===== config.mk =====
export PLATFORM = sky130hd
export DESIGN_NAME = sha1_hash_engine
export DESIGN_NICKNAME = d
export VERILOG_FILES = /design/src/hdl/sha1_pkg.sv /design/src/hdl/sha1_hash_engine.sv
export SDC_FILE = /design/constraint.sdc
export NUM_CORES = 2
export LEC_CHECK = 0
export BUFFER_PORTS_ARGS = -buffer_cell sky130_fd_sc_hd__buf_2
export CAP_MARGIN = 15
export CORE_UTILIZATION = 45
export DETAILED_ROUTE_END_ITERATION = 7
export PLACE_DENSITY_LB_ADDON = 0.25
export SYNTH_ARGS = -nofsm -noshare
export SYNTH_HDL_FRONTEND = slang
export SYNTH_SLANG_ARGS = --single-unit

===== constraint.sdc =====
create_clock -name clk -period 15.5 [get_ports clk]
set_input_delay 1.55 -clock clk [delete_from_list [all_inputs] [get_ports clk]]
set_output_delay 1.55 -clock clk [all_outputs]
set_load 0.02 [all_outputs]

===== src/hdl/sha1_pkg.sv =====
`default_nettype none

package sha1_pkg;

	localparam logic [31:0] K_00_19 = 32'h5A827999;
	localparam logic [31:0] K_20_39 = 32'h6ED9EBA1;
	localparam logic [31:0] K_40_59 = 32'h8F1BBCDC;
	localparam logic [31:0] K_60_79 = 32'hCA62C1D6;

	localparam logic [31:0] H_INIT0 = 32'h67452301;
	localparam logic [31:0] H_INIT1 = 32'hEFCDAB89;
	localparam logic [31:0] H_INIT2 = 32'h98BADCFE;
	localparam logic [31:0] H_INIT3 = 32'h10325476;
	localparam logic [31:0] H_INIT4 = 32'hC3D2E1F0;

	localparam logic [7:0] PAD_MARK     = 8'h80;
	localparam logic [5:0] LEN_POS      = 6'd56;
	localparam logic [6:0] LAST_ROUND   = 7'd79;
	localparam logic [63:0] BYTE_BITS   = 64'd8;

	typedef logic [31:0] word_t;

	// Round function plus constant, selected by round number.
	function automatic logic [63:0] round_fk(input logic [6:0] rnd, input word_t b,
			input word_t c, input word_t d);
		word_t f;
		word_t k;
		if (rnd < 7'd20) begin
			f = (b & (c ^ d)) ^ d;
			k = K_00_19;
		end else if (rnd < 7'd40) begin
			f = b ^ c ^ d;
			k = K_20_39;
		end else if (rnd < 7'd60) begin
			f = ((b | c) & d) | (b & c);
			k = K_40_59;
		end else begin
			f = b ^ c ^ d;
			k = K_60_79;
		end
		return {f, k};
	endfunction

endpackage

`default_nettype wire


===== src/hdl/sha1_hash_engine.sv =====
`default_nettype none

// SHA-1 engine fed one message byte per request. A request with has_byte set
// appends message_byte; a request with last set (with or without a byte) pads
// the message, finishes it and produces one digest of five big-endian words,
// after which the engine starts a fresh message. A byte that does not
// complete a 64-byte block is accepted without stalling. Completing a block
// runs the compression on a single shared round unit, one round per cycle,
// then folds the result into the chaining value, with in_ready low
// throughout. A last request then writes its padding bytes (9 to 72) one by
// one, runs one or two more compressions and loads the output register. The
// digest waits in that register while new bytes are accepted; only the next
// digest waits for it to be taken.
module sha1_hash_engine import sha1_pkg::*; (
	input  wire logic        clk,
	input  wire logic        arst_n,

	input  wire logic        in_valid,
	output logic             in_ready,
	input  wire logic [7:0]  message_byte,
	input  wire logic        has_byte,
	input  wire logic        last,

	output logic             out_valid,
	input  wire logic        out_ready,
	output logic [31:0]      digest_word0,
	output logic [31:0]      digest_word1,
	output logic [31:0]      digest_word2,
	output logic [31:0]      digest_word3,
	output logic [31:0]      digest_word4
);

	// Sequencer states.
	localparam logic [2:0] ST_IDLE = 3'd0;
	localparam logic [2:0] ST_COMP = 3'd1;
	localparam logic [2:0] ST_ADD  = 3'd2;
	localparam logic [2:0] ST_PAD  = 3'd3;
	localparam logic [2:0] ST_FIN  = 3'd4;

	// Padding phases.
	localparam logic [1:0] PAD_NONE = 2'd0;
	localparam logic [1:0] PAD_ZERO = 2'd1;
	localparam logic [1:0] PAD_LEN  = 2'd2;

	logic [2:0]  state_q;
	logic [1:0]  pad_q;
	logic        first_q;       // next pad byte is the 0x80 marker
	logic [5:0]  pos_q;         // byte index within the block
	logic [63:0] bitlen_q;
	logic [63:0] len_q;         // length being appended, shifted out MSB first
	logic [23:0] acc_q;         // bytes of the word being packed
	logic [6:0]  round_q;

	word_t       sched_q [16];  // message schedule window, sched_q[0] is W[t]
	word_t       chain_q [5];
	word_t       a_q, b_q, c_q, d_q, e_q;

	logic        out_valid_q;
	word_t       digest_q [5];

	logic        in_fire;
	logic        wr_en;
	logic [7:0]  wr_byte;
	logic        wr_wrap;
	logic [5:0]  pos_next;
	logic        push_en;
	word_t       push_word;
	logic [63:0] fk;
	word_t       round_t;
	logic        fin_load;

	assign in_ready  = (state_q == ST_IDLE);
	assign in_fire   = in_valid && in_ready;
	assign out_valid = out_valid_q;

	assign digest_word0 = digest_q[0];
	assign digest_word1 = digest_q[1];
	assign digest_word2 = digest_q[2];
	assign digest_word3 = digest_q[3];
	assign digest_word4 = digest_q[4];

	// Byte write: a message byte from a request, or a padding byte.
	always_comb begin
		wr_en   = 1'b0;
		wr_byte = message_byte;
		if (state_q == ST_IDLE) begin
			wr_en = in_fire && has_byte;
		end else if (state_q == ST_PAD) begin
			wr_en = 1'b1;
			if (pad_q == PAD_LEN) begin
				wr_byte = len_q[63:56];
			end else if (first_q) begin
				wr_byte = PAD_MARK;
			end else begin
				wr_byte = 8'h00;
			end
		end
	end

	assign pos_next = pos_q + 6'd1;
	assign wr_wrap  = wr_en && (pos_q == 6'd63);

	// Round datapath: one SHA-1 round per cycle.
	assign fk      = round_fk(round_q, b_q, c_q, d_q);
	assign round_t = {a_q[26:0], a_q[31:27]} + fk[63:32] + e_q + fk[31:0] + sched_q[0];

	// Schedule window input: a packed word while filling, the expanded
	// word W[t+16] while compressing.
	always_comb begin
		push_en   = 1'b0;
		push_word = {acc_q, wr_byte};
		if (state_q == ST_COMP) begin
			push_en   = 1'b1;
			push_word = sched_q[13] ^ sched_q[8] ^ sched_q[2] ^ sched_q[0];
			push_word = {push_word[30:0], push_word[31]};
		end else if (wr_en && (pos_q[1:0] == 2'd3)) begin
			push_en = 1'b1;
		end
	end

	assign fin_load = (state_q == ST_FIN) && (!out_valid_q || out_ready);

	// Schedule window and byte packing; no reset needed.
	always_ff @(posedge clk) begin
		if (push_en) begin
			for (int i = 0; i < 15; i++) begin
				sched_q[i] <= sched_q[i + 1];
			end
			sched_q[15] <= push_word;
		end
		if (wr_en) begin
			acc_q <= {acc_q[15:0], wr_byte};
		end
	end

	// Working variables: load from the chain on block start, advance per round.
	always_ff @(posedge clk or negedge arst_n) begin
		if (!arst_n) begin
			a_q <= '0;
			b_q <= '0;
			c_q <= '0;
			d_q <= '0;
			e_q <= '0;
		end else if (wr_wrap) begin
			a_q <= chain_q[0];
			b_q <= chain_q[1];
			c_q <= chain_q[2];
			d_q <= chain_q[3];
			e_q <= chain_q[4];
		end else if (state_q == ST_COMP) begin
			a_q <= round_t;
			b_q <= a_q;
			c_q <= {b_q[1:0], b_q[31:2]};
			d_q <= c_q;
			e_q <= d_q;
		end
	end

	// Output register; holds the digest until it is taken.
	always_ff @(posedge clk) begin
		if (fin_load) begin
			for (int i = 0; i < 5; i++) begin
				digest_q[i] <= chain_q[i];
			end
		end
	end

	// Sequencer and control state.
	always_ff @(posedge clk or negedge arst_n) begin
		if (!arst_n) begin
			state_q     <= ST_IDLE;
			pad_q       <= PAD_NONE;
			first_q     <= 1'b0;
			pos_q       <= '0;
			bitlen_q    <= '0;
			len_q       <= '0;
			round_q     <= '0;
			out_valid_q <= 1'b0;
			chain_q[0]  <= H_INIT0;
			chain_q[1]  <= H_INIT1;
			chain_q[2]  <= H_INIT2;
			chain_q[3]  <= H_INIT3;
			chain_q[4]  <= H_INIT4;
		end else begin
			if (fin_load) begin
				out_valid_q <= 1'b1;
			end else if (out_ready) begin
				out_valid_q <= 1'b0;
			end

			if (wr_en) begin
				pos_q <= pos_next;
			end

			case (state_q)
				ST_IDLE: begin
					if (in_fire) begin
						if (last) begin
							// latch the final length and start a new count
							len_q    <= has_byte ? bitlen_q + BYTE_BITS : bitlen_q;
							bitlen_q <= '0;
							pad_q    <= PAD_ZERO;
							first_q  <= 1'b1;
						end else if (has_byte) begin
							bitlen_q <= bitlen_q + BYTE_BITS;
						end
						if (wr_wrap) begin
							round_q <= '0;
							state_q <= ST_COMP;
						end else if (last) begin
							state_q <= ST_PAD;
						end
					end
				end
				ST_PAD: begin
					first_q <= 1'b0;
					if (pad_q == PAD_LEN) begin
						len_q <= {len_q[55:0], 8'h00};
					end else if (!wr_wrap && (pos_next == LEN_POS)) begin
						pad_q <= PAD_LEN;
					end
					if (wr_wrap) begin
						round_q <= '0;
						state_q <= ST_COMP;
					end
				end
				ST_COMP: begin
					round_q <= round_q + 7'd1;
					if (round_q == LAST_ROUND) begin
						state_q <= ST_ADD;
					end
				end
				ST_ADD: begin
					chain_q[0] <= chain_q[0] + a_q;
					chain_q[1] <= chain_q[1] + b_q;
					chain_q[2] <= chain_q[2] + c_q;
					chain_q[3] <= chain_q[3] + d_q;
					chain_q[4] <= chain_q[4] + e_q;
					case (pad_q)
						PAD_NONE: state_q <= ST_IDLE;
						PAD_ZERO: state_q <= ST_PAD;
						PAD_LEN:  state_q <= ST_FIN;
						default:  state_q <= ST_IDLE;
					endcase
				end
				ST_FIN: begin
					// hand off the digest and reload the initial hash
					if (fin_load) begin
						chain_q[0] <= H_INIT0;
						chain_q[1] <= H_INIT1;
						chain_q[2] <= H_INIT2;
						chain_q[3] <= H_INIT3;
						chain_q[4] <= H_INIT4;
						pad_q      <= PAD_NONE;
						state_q    <= ST_IDLE;
					end
				end
				default: begin
					state_q <= ST_IDLE;
				end
			endcase
		end
	end

endmodule

`default_nettype wire


==> flow_metrics.env <==
export IMPL_synth_edf_count=696
export IMPL_routed_via_density=5.57
export IMPL_top_layer="met5"
export IMPL_multi_input_area_sq_um=21400
export IMPL_r2r_end="a_q[31]$_DFFE_PN0P_"
export IMPL_path_clk_slew_ns=0.07
export IMPL_gp_congestion=0.935
export IMPL_initial_core_util=0.455
export IMPL_drt_met1_wl_um=65000
export IMPL_cts_buffers=120
export IMPL_grt_use_total=0.236
export IMPL_maxSlewHeadroom=0.0656
export IMPL_dp_slack_ns=8.52
export IMPL_die_area_sq_um=125000
export IMPL_drive_gt1_frac=0.105
export IMPL_ys_flop_type="edfxtp_1"
export IMPL_wl_met2_um=69300
export IMPL_n_antenna_cell=0
export IMPL_first_global_vias=35806
export IMPL_core_area_sq_um=122000
export IMPL_status="completed"
export IMPL_grt_max_degree=216
export IMPL_io_buffers=175
export IMPL_ctsHoldBuffers=0
export IMPL_stdcell_count=6610
export IMPL_slowest_stage="nand2_1"
export IMPL_worst_ep_required_time_ns=16.20
export IMPL_vias=36790
export IMPL_crit_family="compound AO/OA/AOI/OAI gates"
export IMPL_startpoint="round_q[4]$_DFFE_PN0P_"
export IMPL_drc=0
export IMPL_antenna_found_initial=5
export IMPL_start_kind="flip-flop"
export IMPL_cp_num_buf_inv=6
export IMPL_dp_hpwl_um=102000
export IMPL_fin_crit_ns=7.16
export IMPL_final_cell_mix="696 x edfxtp_1, 595 x nand2_1, 433 x o21ai_0"
export IMPL_cp_depth=24
export IMPL_cts_sinks=1159
export IMPL_io_pins=176
export IMPL_fmax_mhz=140
export IMPL_first_iter_violations=3474
export IMPL_maxCapViolCount=0
export IMPL_drv_slew=0
export IMPL_grt_ovfl_total=0
export IMPL_route_met3_wl_um=7720
export IMPL_cts_setup_buffers=0
export IMPL_slowest_delay_ns=0.66
export IMPL_r2r_slack_ns=8.34
export IMPL_hold_class="reg2reg"
export IMPL_synth_cell_types=84
export IMPL_end_kind="flip-flop"
export IMPL_hold_ws_ns=0.402
export IMPL_finalWorstSetupSlack_ns=8.34
export IMPL_timing_critical_path_mode_cell="inv_1"
export IMPL_fin_crit_sh=0.462
export IMPL_yosysSeqAreaShare=0.586
export IMPL_grt_pass1_wl_um=224000
export IMPL_rows=128
export IMPL_layout_commonest_cell="edfxtp_1"
export IMPL_tritoncts="built"
export IMPL_cts_resized_gates=0
export IMPL_skew_ns=0.0710
export IMPL_die_y_um=354
export IMPL_hold_viol=0
export IMPL_nets=5212
export IMPL_drt_wl_total_um=147000
export IMPL_ctsLongestPathBuffers=3
export IMPL_synthArstFlopShare=0.399
export IMPL_rsz0062_at_grt="no"
export IMPL_synth_cells=4735
export IMPL_syn_nets=5069
export IMPL_setup_violations=0
export IMPL_crit_arrival_ns=7.86
export IMPL_postSynthAreaPerCell_sq_um=11.7
export IMPL_nFillCells=10700
export IMPL_h_tree_depth=3
export IMPL_crit_chain="nand2_1 -> o21a_1 -> nand2_1 -> inv_1 -> nor2_1 -> buf_4 -> inv_1 -> a21o_1 -> fa_1 -> inv_1 -> fa_1 -> inv_1 -> ha_1 -> o21a_1 -> o31a_1 -> o41ai_1 -> o31ai_1 -> buf_4 -> a31oi_1 -> o211ai_1 -> nand3_1 -> o2111ai_1 -> a211o_1 -> nand3_1"
export IMPL_r2r_worst_path_cells=24
export IMPL_totalNegativeSetupSlack_ns=0
export IMPL_netlist_area_sq_um=55600
export IMPL_dp_cells=6381
export IMPL_area_delta_synth_final_pct=12.0
export IMPL_wl_per_cell_um=22.3
export IMPL_cp_max_fo=19
export IMPL_reg2reg_from="round_q[4]$_DFFE_PN0P_"
export IMPL_dr_pass1_iters=8
export IMPL_die_width_um=354
export IMPL_cts_root_buf="clkbuf_16"
export IMPL_clock_latency_ns=0.78
export IMPL_cp_endpoint="a_q[31]$_DFFE_PN0P_"
export IMPL_crit_type="reg2reg"
export IMPL_yosys_register_bits=1159
export IMPL_yosysWarnings=0
export IMPL_tightestPinTransition_ns=1.40
export IMPL_final_antenna_net_count=0
export IMPL_worstHoldStart="sched_q[0][141]$_DFFE_PP_"
export IMPL_final_seq_area_sq_um=32600
[area by class of cell]
type / instances / share of cell area
clock inverters: 77 / 0.0142
inverters: 272 / 0.0165
flip-flops and latches: 1159 / 0.523
multi-input cells: 3118 / 0.343
well taps: 1625 / 0.0326
clock buffers: 152 / 0.0516
repair buffers: 207 / 0.0189
[worst min-delay path by stage]
| stage | endpoint | slack [ns] | cells after the start |
|---|---|---|---|
| finish | sched_q[0][109]$_DFFE_PP_ | 0.40 | 0 |
| global route | sched_q[0][109]$_DFFE_PP_ | 0.40 | 0 |
| CTS | sched_q[0][109]$_DFFE_PP_ | 0.39 | 0 |
| detailed placement | sched_q[0][146]$_DFFE_PP_ | 0.40 | 0 |
| global placement | sched_q[0][172]$_DFFE_PP_ | 0.40 | 0 |
| floorplan | sched_q[0][0]$_DFFE_PP_ | 0.40 | 0 |
[per-layer routing]
layer | vias up | track usage
met5 | - | 0
met4 | 8 | 0.0807
met3 | 272 | 0.0394
met2 | 994 | 0.376
met1 | 18227 | 0.326
li1 | 17289 | -
[synth_stat cells, types with 12 or more instances]
cell        n  share of area
o21ai_0   433          0.039
and2_1     15         0.0017
nand2_1   600          0.040
and3_1     32         0.0036
o21bai_1   24         0.0032
edfxtp_1  696           0.38
dfstp_2    80          0.038
nand4_1    35         0.0039
nor2b_1    27         0.0030
xor2_1    127          0.020
xnor2_1   198          0.031
nand3_1   115          0.010
dfrtp_1   383           0.17
a221o_1    24         0.0043
a21oi_1   242          0.022
a22oi_1   114          0.015
ha_1      203          0.046
nor2_1    216          0.015
or3_1      12         0.0013
inv_1     271          0.018
mux2i_1    88          0.016
buf_1      14        0.00094
a221oi_1   12         0.0019
nand2b_1   34         0.0038
fa_1      117          0.042
a211oi_1   25         0.0034
clkbuf_1  166          0.011
o21a_1     27         0.0036
o31ai_1    43         0.0058
a31oi_1    22         0.0025
a21o_1     91          0.012
nor3_1     66         0.0059
o21ai_1    12         0.0011
[worst register-to-register path: cells and delay by family, from the launching register on]
| kind | cells | cell delay, ns |
|---|---|---|
| fa+ha+maj | 3 | 1.34 |
| compound gates | 10 | 2.66 |
| flops | 1 | 0.44 |
| simple gates | 5 | 1.48 |
| buf+inv | 6 | 1.17 |
[cells by family (layout without fill, tap and decap cells)]
| logic type | after synthesis | after routing | synth area share |
|---|---|---|---|
| simple gates | 1209 | 1209 | 0.0972 |
| flops | 1159 | 1159 | 0.586 |
| mux | 96 | 96 | 0.0175 |
| buf+inv | 458 | 708 | 0.0310 |
| fa+ha+maj | 320 | 320 | 0.0878 |
| compound gates | 1168 | 1168 | 0.130 |
| xor+xnor | 325 | 325 | 0.0512 |
[sequential cells by signal, summed over array words and instances, names as in the netlist, 24 cells and up]
name / cells
a_q: 32
acc_q: 24
b_q: 32
bitlen_q: 61
c_q: 32
chain_q: 160
d_q: 32
digest_q: 160
e_q: 32
len_q: 62
sched_q: 512
[stage by stage]
step           utilization  cell area [sq um]
2_1_floorplan            -              55600
3_3_place_gp         0.476              58200
3_5_place_dp         0.476              58200
4_1_cts              0.510              62300
5_1_grt              0.510              62300
6_report             0.510              62300
Power is left out: the tool's default activity adds up to more than one toggle a clock period on the data nets, which glitch-free logic cannot reach.
